File: config.mk
export PLATFORM = sky130hd
export DESIGN_NAME = humidity_sensor_frame_check_convert
export DESIGN_NICKNAME = d
export VERILOG_FILES = /design/src/rtl/core/hsfc_pkg.sv /design/src/rtl/core/hsfc_front.sv /design/src/rtl/core/hsfc_queue.sv /design/src/rtl/core/hsfc_back.sv /design/src/rtl/core/humidity_sensor_frame_check_convert.sv
export SDC_FILE = /design/constraint.sdc
export NUM_CORES = 1
export LEC_CHECK = 0
export ABC_AREA = 1
export BUFFER_PORTS_ARGS = -buffer_cell sky130_fd_sc_hd__buf_2
export CAP_MARGIN = 20
export CORE_MARGIN = 3
export CORE_UTILIZATION = 50
export DETAILED_ROUTE_END_ITERATION = 8
export PLACE_DENSITY_LB_ADDON = 0.1
export SETUP_SLACK_MARGIN = 0.5
export SLEW_MARGIN = 30
export SYNTH_ARGS = -nofsm -noshare
export SYNTH_HDL_FRONTEND = slang
export SYNTH_SLANG_ARGS = --single-unit
File: constraint.sdc
create_clock -name clk -period 13.4 [get_ports clk]
set_input_delay 2.68 -clock clk [delete_from_list [all_inputs] [get_ports clk]]
set_output_delay 2.68 -clock clk [all_outputs]
set_load 0.02 [all_outputs]
File: src/rtl/core/hsfc_pkg.sv
// Package for the sensor reply checker and converter.
// Holds the job type passed between the front and back parts, the CRC-8
// step function and the scaling constants. No dependencies.
package hsfc_pkg;

  // Job handed from the frame checker to the converter, one per frame.
  typedef struct packed {
    logic        crc_ok;
    logic [15:0] raw;
    logic        kind;
  } job_t;

  localparam int HSFC_QUEUE_DEPTH = 2;

  localparam logic [7:0]  CRC_POLY_LOW = 8'h31;   // 0x131 with bit 8 dropped
  localparam logic [15:0] STATUS_MASK  = 16'hFFFC;

  localparam logic KIND_TEMP = 1'b0;
  localparam logic KIND_HUM  = 1'b1;

  localparam int SPAN_W   = 15;
  localparam int PROD_W   = 16 + SPAN_W;
  localparam int SCALED_W = 15;

  localparam logic [SPAN_W-1:0] TEMP_SPAN = 15'd17572;
  localparam logic [SPAN_W-1:0] HUM_SPAN  = 15'd12500;

  localparam logic signed [SCALED_W:0] TEMP_OFFSET = -16'sd4685;
  localparam logic signed [SCALED_W:0] HUM_OFFSET  = -16'sd600;

  // One byte through the MSB-first CRC-8, no reflection.
  function automatic logic [7:0] crc8_feed(input logic [7:0] crc, input logic [7:0] b);
    logic [7:0] c;
    c = crc ^ b;
    for (int i = 0; i < 8; i++) begin
      if (c[7]) begin
        c = {c[6:0], 1'b0} ^ CRC_POLY_LOW;
      end else begin
        c = {c[6:0], 1'b0};
      end
    end
    return c;
  endfunction

endpackage

File: src/rtl/core/hsfc_front.sv
// Front part: tracks the byte position within a reply, runs the CRC over
// the two data bytes and emits one job on the crc byte. Uses hsfc_pkg.
module hsfc_front
  import hsfc_pkg::*;
(
  input  logic       clk,
  input  logic       rst_n,
  input  logic       acc,          // byte transaction this cycle
  input  logic [7:0] data_byte,
  input  logic       frame_start,
  input  logic       measure_kind,
  output logic       push,
  output job_t       job
);

  localparam logic [1:0] POS_MSB = 2'd0;
  localparam logic [1:0] POS_LSB = 2'd1;
  localparam logic [1:0] POS_CRC = 2'd2;

  logic [1:0] pos_r,  pos_nxt;
  logic [7:0] crc_r,  crc_nxt;
  logic [7:0] high_r, high_nxt;
  logic [7:0] low_r,  low_nxt;
  logic       kind_r, kind_nxt;
  logic       new_frame;

  // A start mark always opens a new frame; so does any byte at position
  // zero (or the unused code three).
  assign new_frame = frame_start || (pos_r != POS_LSB && pos_r != POS_CRC);

  assign push       = acc && !new_frame && (pos_r == POS_CRC);
  assign job.crc_ok = (crc_r == data_byte);
  assign job.raw    = {high_r, low_r} & STATUS_MASK;
  assign job.kind   = kind_r;

  always_comb begin
    pos_nxt  = pos_r;
    crc_nxt  = crc_r;
    high_nxt = high_r;
    low_nxt  = low_r;
    kind_nxt = kind_r;
    if (acc) begin
      if (new_frame) begin
        kind_nxt = measure_kind;
        high_nxt = data_byte;
        crc_nxt  = crc8_feed(8'h00, data_byte);
        pos_nxt  = POS_LSB;
      end else begin
        unique case (pos_r)
          POS_LSB: begin
            low_nxt = data_byte;
            crc_nxt = crc8_feed(crc_r, data_byte);
            pos_nxt = POS_CRC;
          end
          POS_CRC: begin
            crc_nxt = 8'h00;
            pos_nxt = POS_MSB;
          end
          default: begin
            pos_nxt = POS_MSB;
          end
        endcase
      end
    end
  end

  always_ff @(posedge clk) begin
    if (!rst_n) begin
      pos_r  <= POS_MSB;
      crc_r  <= 8'h00;
      high_r <= 8'h00;
      low_r  <= 8'h00;
      kind_r <= KIND_TEMP;
    end else begin
      pos_r  <= pos_nxt;
      crc_r  <= crc_nxt;
      high_r <= high_nxt;
      low_r  <= low_nxt;
      kind_r <= kind_nxt;
    end
  end

endmodule

File: src/rtl/core/hsfc_queue.sv
// Short job queue between the frame checker and the converter.
// Register-based ring with a fill count. Uses hsfc_pkg.
module hsfc_queue
  import hsfc_pkg::*;
#(
  parameter int DEPTH = HSFC_QUEUE_DEPTH
) (
  input  logic clk,
  input  logic rst_n,
  input  logic push,
  input  job_t push_job,
  output logic push_ready,
  input  logic pop,
  output logic pop_valid,
  output job_t pop_job
);

  localparam int PTR_W = (DEPTH > 1) ? $clog2(DEPTH) : 1;
  localparam int CNT_W = $clog2(DEPTH + 1);

  job_t             entry_r [DEPTH];
  logic [PTR_W-1:0] wr_ptr_r, wr_ptr_nxt;
  logic [PTR_W-1:0] rd_ptr_r, rd_ptr_nxt;
  logic [CNT_W-1:0] cnt_r,    cnt_nxt;
  logic             do_push, do_pop;

  assign push_ready = (cnt_r != CNT_W'(DEPTH));
  assign pop_valid  = (cnt_r != '0);
  assign pop_job    = entry_r[rd_ptr_r];
  assign do_push    = push && push_ready;
  assign do_pop     = pop && pop_valid;

  always_comb begin
    wr_ptr_nxt = wr_ptr_r;
    rd_ptr_nxt = rd_ptr_r;
    cnt_nxt    = cnt_r;
    if (do_push) begin
      wr_ptr_nxt = (wr_ptr_r == PTR_W'(DEPTH - 1)) ? '0 : wr_ptr_r + 1'b1;
    end
    if (do_pop) begin
      rd_ptr_nxt = (rd_ptr_r == PTR_W'(DEPTH - 1)) ? '0 : rd_ptr_r + 1'b1;
    end
    if (do_push && !do_pop) begin
      cnt_nxt = cnt_r + 1'b1;
    end else if (do_pop && !do_push) begin
      cnt_nxt = cnt_r - 1'b1;
    end
  end

  always_ff @(posedge clk) begin
    if (!rst_n) begin
      wr_ptr_r <= '0;
      rd_ptr_r <= '0;
      cnt_r    <= '0;
    end else begin
      wr_ptr_r <= wr_ptr_nxt;
      rd_ptr_r <= rd_ptr_nxt;
      cnt_r    <= cnt_nxt;
    end
  end

  always_ff @(posedge clk) begin
    if (do_push) begin
      entry_r[wr_ptr_r] <= push_job;
    end
  end

endmodule

File: src/rtl/core/hsfc_back.sv
// Back part: scales the masked reading. Stage one multiplies by the span,
// stage two adds the offset into the output register. Uses hsfc_pkg.
module hsfc_back
  import hsfc_pkg::*;
(
  input  logic                clk,
  input  logic                rst_n,
  input  logic                job_valid,
  input  job_t                job,
  output logic                job_ready,
  output logic                res_valid,
  input  logic                res_ready,
  output logic                res_crc_ok,
  output logic [15:0]         res_raw,
  output logic [SCALED_W-1:0] res_scaled,
  output logic                res_kind
);

  logic                s1_v_r;
  logic                s1_ok_r;
  logic [15:0]         s1_raw_r;
  logic                s1_kind_r;
  logic [SCALED_W-1:0] s1_prod_r;   // product >> 16, always non-negative
  logic                out_v_r;
  logic                out_ok_r;
  logic [15:0]         out_raw_r;
  logic [SCALED_W-1:0] out_scaled_r;
  logic                out_kind_r;

  logic                   load_out;
  logic [SPAN_W-1:0]      span;
  logic [PROD_W-1:0]      prod;
  logic signed [SCALED_W:0] offset;
  logic signed [SCALED_W:0] sum;

  assign load_out  = !out_v_r || res_ready;
  assign job_ready = !s1_v_r || load_out;

  assign span   = (job.kind == KIND_HUM) ? HUM_SPAN : TEMP_SPAN;
  assign prod   = PROD_W'(job.raw) * PROD_W'(span);
  assign offset = (s1_kind_r == KIND_HUM) ? HUM_OFFSET : TEMP_OFFSET;
  assign sum    = offset + $signed({1'b0, s1_prod_r});

  always_ff @(posedge clk) begin
    if (!rst_n) begin
      s1_v_r  <= 1'b0;
      out_v_r <= 1'b0;
    end else begin
      if (job_ready) begin
        s1_v_r <= job_valid;
      end
      if (load_out) begin
        out_v_r <= s1_v_r;
      end
    end
  end

  always_ff @(posedge clk) begin
    if (job_ready) begin
      s1_ok_r   <= job.crc_ok;
      s1_raw_r  <= job.raw;
      s1_kind_r <= job.kind;
      s1_prod_r <= prod[PROD_W-1:16];
    end
    if (load_out) begin
      out_ok_r     <= s1_ok_r;
      out_kind_r   <= s1_kind_r;
      out_raw_r    <= s1_ok_r ? s1_raw_r : 16'h0000;
      out_scaled_r <= s1_ok_r ? sum[SCALED_W-1:0] : '0;
    end
  end

  assign res_valid  = out_v_r;
  assign res_crc_ok = out_ok_r;
  assign res_raw    = out_raw_r;
  assign res_scaled = out_scaled_r;
  assign res_kind   = out_kind_r;

endmodule

File: src/rtl/core/humidity_sensor_frame_check_convert.sv
// Top level of the sensor reply checker and converter.
// Instantiates hsfc_front, hsfc_queue and hsfc_back; uses hsfc_pkg.
//
// Usage:
//   The in_ channel carries the sensor reply one byte per transaction:
//   msb, lsb, then crc. in_tuser[0] marks the first byte of a reply and
//   in_tuser[1] gives its kind (0 temperature, 1 humidity), sampled on the
//   first byte only. A start mark in mid-reply drops the partial frame.
//   The out_ channel gives one transaction per complete reply: the masked
//   reading, the scaled value in hundredths (deg C or %RH) and the CRC
//   verdict. On a CRC mismatch reading and scaled value are zero.
//   After the transaction of the crc byte, the job passes the job queue,
//   the multiply stage and the output register before the result is valid.
//   Throughput: one byte per cycle while in_tready is high. in_tready
//   only drops when the job queue is full, which happens once the receiver
//   has stalled long enough to back up the multiply and output stages and
//   QUEUE_DEPTH queued jobs. Stalls of the receiver leave the output held.
//   Reset (synchronous, rst_n low) empties the queue and pipeline and
//   returns the frame tracker to the first byte with a zero CRC.
module humidity_sensor_frame_check_convert
  import hsfc_pkg::*;
#(
  parameter int QUEUE_DEPTH = HSFC_QUEUE_DEPTH   // at least 2
) (
  input  logic        clk,
  input  logic        rst_n,
  input  logic        in_tvalid,
  output logic        in_tready,
  input  logic [7:0]  in_tdata,    // [7:0] data_byte
  input  logic [1:0]  in_tuser,    // [0] frame_start, [1] measure_kind
  output logic        out_tvalid,
  input  logic        out_tready,
  output logic [31:0] out_tdata,   // [15:0] raw_reading, [30:16] scaled_value, [31] zero
  output logic [1:0]  out_tuser    // [0] crc_ok, [1] result_kind
);

  logic                in_acc;
  logic                q_push;
  logic                q_ready;
  job_t                q_in_job;
  logic                q_valid;
  job_t                q_out_job;
  logic                back_ready;
  logic                res_crc_ok;
  logic [15:0]         res_raw;
  logic [SCALED_W-1:0] res_scaled;
  logic                res_kind;

  // The front only needs room in the queue on a crc byte, but holding off
  // every byte while the queue is full keeps the ready path registered.
  assign in_tready = q_ready;
  assign in_acc    = in_tvalid && in_tready;

  hsfc_front u_front (
    .clk          (clk),
    .rst_n        (rst_n),
    .acc          (in_acc),
    .data_byte    (in_tdata),
    .frame_start  (in_tuser[0]),
    .measure_kind (in_tuser[1]),
    .push         (q_push),
    .job          (q_in_job)
  );

  hsfc_queue #(
    .DEPTH (QUEUE_DEPTH)
  ) u_queue (
    .clk        (clk),
    .rst_n      (rst_n),
    .push       (q_push),
    .push_job   (q_in_job),
    .push_ready (q_ready),
    .pop        (back_ready),
    .pop_valid  (q_valid),
    .pop_job    (q_out_job)
  );

  hsfc_back u_back (
    .clk        (clk),
    .rst_n      (rst_n),
    .job_valid  (q_valid),
    .job        (q_out_job),
    .job_ready  (back_ready),
    .res_valid  (out_tvalid),
    .res_ready  (out_tready),
    .res_crc_ok (res_crc_ok),
    .res_raw    (res_raw),
    .res_scaled (res_scaled),
    .res_kind   (res_kind)
  );

  assign out_tdata = {1'b0, res_scaled, res_raw};
  assign out_tuser = {res_kind, res_crc_ok};

  // A failed CRC must never leak a reading.
  a_fail_zero: assert property (@(posedge clk) disable iff (!rst_n)
    out_tvalid && !out_tuser[0] |-> out_tdata == 32'h0)
    else $error("reading shown on crc mismatch");

  // The status bits never reach the output.
  a_status_clr: assert property (@(posedge clk) disable iff (!rst_n)
    out_tvalid |-> out_tdata[1:0] == 2'b00)
    else $error("status bits not cleared");

  // The first byte of a reply can never complete a frame.
  a_start_no_job: assert property (@(posedge clk) disable iff (!rst_n)
    in_acc && in_tuser[0] |-> !q_push)
    else $error("job pushed on a start byte");

  // A job is never offered to a full queue.
  a_push_room: assert property (@(posedge clk) disable iff (!rst_n)
    q_push |-> q_ready)
    else $error("job pushed into full queue");

endmodule
======== After elaboration in Yosys (flattened, before gate mapping) ========
Memories as Yosys holds them, arrays and structs flattened. A register that Yosys moved wholly into a read port is not among the register bits.
Cells that the tools add are included.
storage, ports and cells
  input bits .............................. 14
  memories ................................ 1
  output and inout bits ................... 36
  register bits after elaboration ......... 99
  bits in writable memories ............... 32
  word-level logic and storage cells ...... 136
memories
  name             words  width  rd ports  clocked after Yosys merged registers in  write ports  line              source
  u_queue.entry_r  2      16     1         1                                        1            hsfc_queue.sv:21  job_t entry_r [DEPTH];
cells by class
  $add $sub $neg .......................... 5
  multiply operators ...................... 1
  eq/ne operators ......................... 6
  reductions and logical operators ........ 22
  bitwise gates (word level) .............. 18
  mux-type cells .......................... 65
operators by type and width
  cell                                                  number
  2-to-1 mux 8 bit                                      36
  2-to-1 mux 6 bit                                      16
  inverter 3 bit                                        16
  multiplier 16 x 15 -> 31 bit                          1
  one-hot mux 8 bit (2 select lines)                    1
  adder 15 bit                                          1
  2-to-1 mux 15 bit                                     1
  2-to-1 mux 13 bit                                     1
  equality test 8 bit                                   1
  logical AND 1 bit                                     8
  2-to-1 mux 2 bit                                      4
  bitwise XOR 8 bit                                     1
  2-to-1 mux 1 bit                                      6
  zero test 1 bit                                       5
  inequality test 2 bit (second input constant)         2
  AND reduction 2 bit                                   2
  nonzero test 2 bit                                    2
  logical OR 1 bit                                      3
  AND reduction 3 bit                                   1
  nonzero test 3 bit                                    1
  adder 1 bit (second input constant)                   2
  adder 2 x 1 -> 2 bit (second input constant)          1
  equality test 2 x 1 -> 1 bit (second input constant)  1
  equality test 2 bit (second input constant)           1
  other kinds (3)                                       3

======== Depth between registers and ports, before layout ========
Gate-level depths: netlist of run 1.
  depth after elaboration ................. 40
  gate-level depth with buffers ........... 30
  depth with buffers taken out ............ 28

======== Hierarchy ========
From an unflattened synthesis of run 1, not the netlist that was laid out.
unflattened totals
  cell total of the unflattened synthesis .. 1162
  area total of the unflattened synthesis .. 10730.3 um^2
by module, submodules not included
  module                               area each (um^2)  cells an instance  instances
  hsfc_back                            7484.7            821                1
  hsfc_front                           1619.1            242                1
  hsfc_queue                           1592.8            93                 1
  humidity_sensor_frame_check_convert  33.8              6                  1

======== Worst setup path after synthesis of run 1 ========
Ideal clock, no wire load.
  path type ............................... register -> register
  start point ............................. register (tool-made name)
  end point ............................... register u_back.s1_prod_r[11], data pin
  library setup time ...................... 0.252 ns
  arrival ................................. 5.125 ns
  path slack .............................. 8.022 ns
  stages on the path, launching flop included .. 26
  cell sequence ........................... dfxtp_1 buf_6 inv_4 buf_2 or2_2 o21ai_1 nor2_1 or2_1 ha_1 inv_1 fa_1 inv_1 fa_1 fa_1 inv_1 fa_1 inv_1 ha_1 ha_1 a21oi_1 o21ai_0 o21bai_1 a21oi_1 nand2_1 nand2_1 nand2_1
RTL lines
  item                  line             source
  to (signal assigned)  hsfc_back.sv:63  s1_prod_r <= prod[PROD_W-1:16];
  to (decl)             hsfc_back.sv:23  logic [SCALED_W-1:0] s1_prod_r;

==> impl_metrics.tcl, run 1 <==
set metrics [dict create \
    status "complete, no violations" \
    nets 1287 \
    worst_slew_pin_slew_ps 897 \
    yosys.area.top_type "edfxtp_1" \
    hold_path.startpoint "u_front.high_r[5]" \
    h-tree-depth 4 \
    cts_tree "yes" \
    synth_edf_count 94 \
    vias_per_cell 5.01 \
    die_h_um 145 \
    hold_viol_final 0 \
    antenna_found_initial 0 \
    drt_iter0_drc 535 \
    diodes 0 \
    grt_overflow 0 \
    drc 0 \
    vias 6808 \
    start_util_pct 51.4 \
    critical_path_required_ps 13590 \
    ys_seq_elements 126 \
    synthArstFlopShare_pct 0 \
    holdPathEnd "u_queue.entry_r[0][12]" \
    port_buffers 46 \
    report.final.setup_viol 0 \
    cts_hold_buf 0 \
    ios 50 \
    grtUsageMet2_pct 29.1 \
    grt_max_degree 34 \
    grt_setup_unrepaired "no" \
    grt_use_total_pct 19.8 \
    worst-r2r-cell-count 22 \
    period_share_pct 49.2 \
    cp-end-kind "flop" \
    finalCriticalPeriod_ps 6600 \
    slowest_stage "dfxtp_1" \
    core-area_um2 18800 \
    fin_tns_setup_ps 0 \
    fmax_mhz 152 \
    grt_pass1_wl_um 33200 \
    skew_ps 23.7 \
    path_class "flop to flop" \
    clk-insertion-delay-late_ps 430 \
    synth_top_area_share_pct 29.2 \
    path_clk_slew_ps 70 \
    ff2ff_setup_slack_ps 6800 \
    ys_top_cells_by_count "inv_1, nand2_1, ha_1, nor2_1, edfxtp_1" \
    avgRoutedWirePerCell_um 14.7 \
    place_congestion 0.880 \
    ys.flop_type "edfxtp_1" \
    grt_pass1_vias 6462 \
    r2r-end "u_back.s1_prod_r[13]" \
    postCtsResizedCells 0 \
    rows 50 \
    crit_buf_inv 4 \
    cp_num_cells 22 \
    cts_num_sinks 126 \
    max-slew-margin-rel_pct 40.1 \
    post-dp-hpwl_um 16100 \
    hold_depth 0 \
    use_met1_pct 30.1 \
    dieArea_um2 21000 \
    cts-root-buf "clkbuf_16" \
    slew_violations 0 \
    syn_avg_cell_area_um2 9.29 \
    wl_um 20000 \
    grt_use_met3_pct 3.84 \
    ant_nets 0 \
    yosysWarnings 0 \
    synthToLayoutAreaGrowth_pct 10.7 \
    drive_gt1_share_pct 10.9 \
    yosysUniqueCellTypes 41 \
    syn_area_um2 9670 \
    synth_most_common_cell "inv_1" \
    cpLargestDelayFamily "adder cells" \
    arrival_ps 6780 \
    dr.pass1.iters 5 \
    seq_area_frac_synth_pct 35.8 \
    synth_cells 1041 \
    critPathMaxStageDelay_ps 770 \
    ctsLongestPathBuffers 2 \
    cts_setup_buffers 0 \
    cap_violations 0 \
    synthTopCellsByArea "edfxtp_1, ha_1, fa_1" \
    worstPathMaxFanout 21 \
    grt_busiest_layer "met1" \
    cts_made_buffers 17 \
    crit_chain "inv_4 -> nand2_1 -> nand2_2 -> inv_1 -> nor2_1 -> or2_1 -> ha_1 -> fa_1 -> inv_1 -> fa_1 -> fa_1 -> inv_1 -> fa_1 -> ha_1 -> ha_1 -> a21o_1 -> a21oi_1 -> nor2_1 -> a211oi_1 -> nand2_1 -> nand2_1 -> nand2_1" \
    startpoint_type "flop" \
    die_w_um 145 \
    hp-class "flop to flop" \
]
-- how the worst max path moves through the flow --
stage,start,end,slack [ps]
after detailed placement,flop,u_back.s1_prod_r[13],6820
after floorplan,flop,u_back.s1_prod_r[11],8020
final,flop,u_back.s1_prod_r[13],6800
after global placement,flop,u_back.s1_prod_r[13],6860
after global routing,flop,u_back.s1_prod_r[13],6320
after CTS,flop,u_back.s1_prod_r[11],6790
-- metrics by stage --
step / setup slack (ps) / instance area (um2) / util [%] / cells / hold slack, ps
floorplan: 8020 / 9720 / - / 1055 / 420
global placement: 6860 / 10100 / 53.7 / 1327 / 431
finish: 6800 / 10700 / 56.9 / 1359 / 449
CTS: 6790 / 10700 / 56.9 / 1359 / 444
detailed placement: 6820 / 10100 / 53.7 / 1327 / 440
global route: 6320 / 10700 / 56.9 / 1359 / 465
-- kinds of logic (layout without fill, tap and decap cells) --
family	after synthesis	after routing	synth area share (%)
compound gates	129	129	7.32
simple gates	327	327	14.4
flops	126	126	35.8
other cells	2	16	0.0776
buf+inv	229	273	9.39
fa+ha+maj	187	187	29.1
xor+xnor	41	41	3.95
-- final cells by class --
| type | instances | area, um2 |
|---|---|---|
| Clock buffer | 17 | 425 |
| Timing Repair Buffer | 49 | 253 |
| Tap cell | 260 | 325 |
| Clock inverter | 15 | 163 |
| Inverter | 192 | 723 |
| Fill cell | 1703 | 8120 |
| Sequential cell | 126 | 3460 |
| Multi-Input combinational cell | 700 | 5360 |
-- state kept, by name (all words and copies together), names as in the netlist, 2 cells and up, named ones only --
name / cells
u_back.s1_raw_r: 14
u_front.low_r: 6
u_back.res_scaled: 15
u_front.crc_r: 8
u_back.res_raw: 14
u_front.pos_r: 2
u_back.s1_prod_r: 15
u_queue.entry_r: 32
u_front.high_r: 8
u_queue.cnt_r: 2
-- routing by layer --
metal / wire length (um) / vias up
met5: 0 / -
met4: 271 / 0
met3: 1080 / 21
met2: 8760 / 173
met1: 9920 / 3198
li1: - / 3416
-- layout by cell type, fill, tap and decap left out, types with 31 or more instances in the layout --
master / instances
a21oi_1: 44
buf_2: 46
dfxtp_1: 32
edfxtp_1: 94
fa_1: 63
ha_1: 124
inv_1: 187
nand2_1: 145
nand3_1: 31
nor2_1: 105
o21ai_0: 57
Power of run 1 is left out: the tool's default activity adds up to more than one toggle a clock period on the data nets, which glitch-free logic cannot reach.
==> run 2, diff against run 1 <==
==> constraint.sdc (replaced) <==
create_clock -name clk -period 5.9 [get_ports clk]
set_input_delay 1.18 -clock clk [delete_from_list [all_inputs] [get_ports clk]]
set_output_delay 1.18 -clock clk [all_outputs]
set_load 0.02 [all_outputs]
==> run 2 against run 1 <==
Against the previous run:
- cell count increased by 1.0%
- clock skew is 12 ps lower
- core utilization grew 2.8 points
- register-to-register slack worse by 6100 ps
- critical path depth unchanged
- global-route usage up 0.34 points
- worst setup slack got worse by 6100 ps
- die area is the same
- critical endpoint is now u_back.s1_prod_r[5]
- largest cell class unchanged
- highest routed layer unchanged
==> impl_metrics.tcl, run 2 (same netlist as run 1, synthesis figures left out) <==
set metrics [dict create \
    worst_slew_pin_slew_ps 873 \
    status "complete, no violations" \
    startpoint_type "flop" \
    ant_nets 0 \
    nets 1301 \
    report.final.setup_viol 0 \
    max-slew-margin-rel_pct 41.6 \
    clk-insertion-delay-late_ps 430 \
    start_util_pct 51.4 \
    ff2ff_setup_slack_ps 660 \
    ios 50 \
    dp_slack_ps 151 \
    skew_ps 11.9 \
    hold_viol_final 0 \
    cap_violations 0 \
    ctsLongestPathBuffers 2 \
    period_share_pct 88.8 \
    dr.pass1.iters 5 \
    cts_tree "yes" \
    wl_met3_um 995 \
    die_w_um 145 \
    largest_reg_flops 32 \
    wl_met1_um 9720 \
    dr_wl_met2_um 9670 \
    hp-class "flop to flop" \
    cts_hold_buf 0 \
    port_buffers 46 \
    grt_pass1_wl_um 33700 \
    grt_use_total_pct 20.2 \
    multi_input_area_um2 5770 \
    arrival_ps 5490 \
    final-seq-area_um2 3470 \
    cts_made_buffers 17 \
    fill_cells 1602 \
    fmax_mhz 191 \
    finalCriticalPeriod_ps 5240 \
    slew_violations 0 \
    setup_ws_ps 659 \
    fin_tns_setup_ps 0 \
    wl_um 20800 \
    avgRoutedWirePerCell_um 15.1 \
    rows 50 \
    vias 6879 \
    crit_end "u_back.s1_prod_r[5]" \
    final_cell_mix "inv_1, nand2_1, ha_1, nor2_1, edfxtp_1" \
    grt_setup_unrepaired "no" \
    final_common_cell "inv_1" \
    place_congestion 0.943 \
    die_h_um 145 \
    worstPathMaxFanout 15 \
    drc 0 \
    critical_path_required_ps 6150 \
    antenna_found_initial 0 \
    cp-end-kind "flop" \
    dieArea_um2 21000 \
    cts-root-buf "clkbuf_16" \
    h-tree-depth 4 \
    largest_register "u_queue.entry_r" \
    diodes 0 \
    synthToLayoutAreaGrowth_pct 16.2 \
    vias_per_cell 5.01 \
    grt_overflow 0 \
    cts_num_sinks 126 \
    grt_max_degree 34 \
    grt_pass1_vias 6609 \
    drt_iter0_drc 449 \
    drive_gt1_share_pct 18.1 \
    path_class "flop to flop" \
    r2r-end "u_back.s1_prod_r[5]" \
    core-area_um2 18800 \
    path_clk_slew_ps 60 \
    top_layer "met4" \
    post-dp-hpwl_um 16400 \
    worst-r2r-cell-count 22 \
]
-- run 2: per-stage QoR --
stage	utilization (%)	area, um2	hold WS (ps)	std cells
after floorplan	-	9720	420	1055
after global placement	54.1	10200	430	1336
after detailed placement	54.1	10200	435	1336
after CTS	57.8	10900	452	1369
after global routing	59.7	11200	466	1373
final	59.7	11200	452	1373
-- run 2: worst min path at each step --
| stage | from | endpoint | depth (start not counted) |
|---|---|---|---|
| floorplan | u_front.kind_r | u_queue.entry_r[0][0] | 0 |
| global placement | u_front.high_r[7] | u_queue.entry_r[0][14] | 0 |
| detailed placement | u_front.high_r[5] | u_queue.entry_r[1][12] | 0 |
| CTS | u_front.high_r[7] | u_queue.entry_r[1][14] | 0 |
| global route | u_front.high_r[2] | u_queue.entry_r[0][9] | 0 |
| finish | u_front.high_r[7] | u_queue.entry_r[0][14] | 0 |
-- run 2: worst max-delay path, cell delays in order, from the launching register on --
cell and delay [ps]:
dfxtp_4 400, inv_8 60, or2_2 290, o21ai_2 100
nor2_4 60, inv_1 80, o21ai_0 140, nor2_1 220
nor2_2 60, fa_1 510, fa_1 550, inv_1 50
fa_1 520, inv_1 50, fa_1 570, ha_4 210
ha_4 300, nand2_2 100, nor4_2 240, nand3_1 130
nand2_2 110, buf_4 110, xor2_1 180
-- run 2: metal layers --
| layer | GRT usage, % | vias up |
|---|---|---|
| met1 | 28.2 | 3240 |
| met4 | 6.27 | 0 |
| met3 | 4.75 | 23 |
| li1 | - | 3451 |
| met2 | 31.3 | 165 |
| met5 | 0 | - |
-- run 2: area by class of cell --
type / count / area share [%]
well taps: 260 / 2.90
multi-input cells: 700 / 51.4
flip-flops and latches: 126 / 30.9
clock buffers: 18 / 3.82
repair buffers: 63 / 3.36
clock inverters: 14 / 1.21
inverters: 192 / 6.50
-- run 2: what timing repair did --
| item | CTS | global route |
|---|---|---|
| setup endpoints to repair | 13 | 13 |
| gates resized for setup | 31 | 70 |
| buffers inserted | 1 | 4 |
| pin swaps | 5 | 26 |
| cloned | 0 | 0 |
Power of run 2 is left out for the same reason.
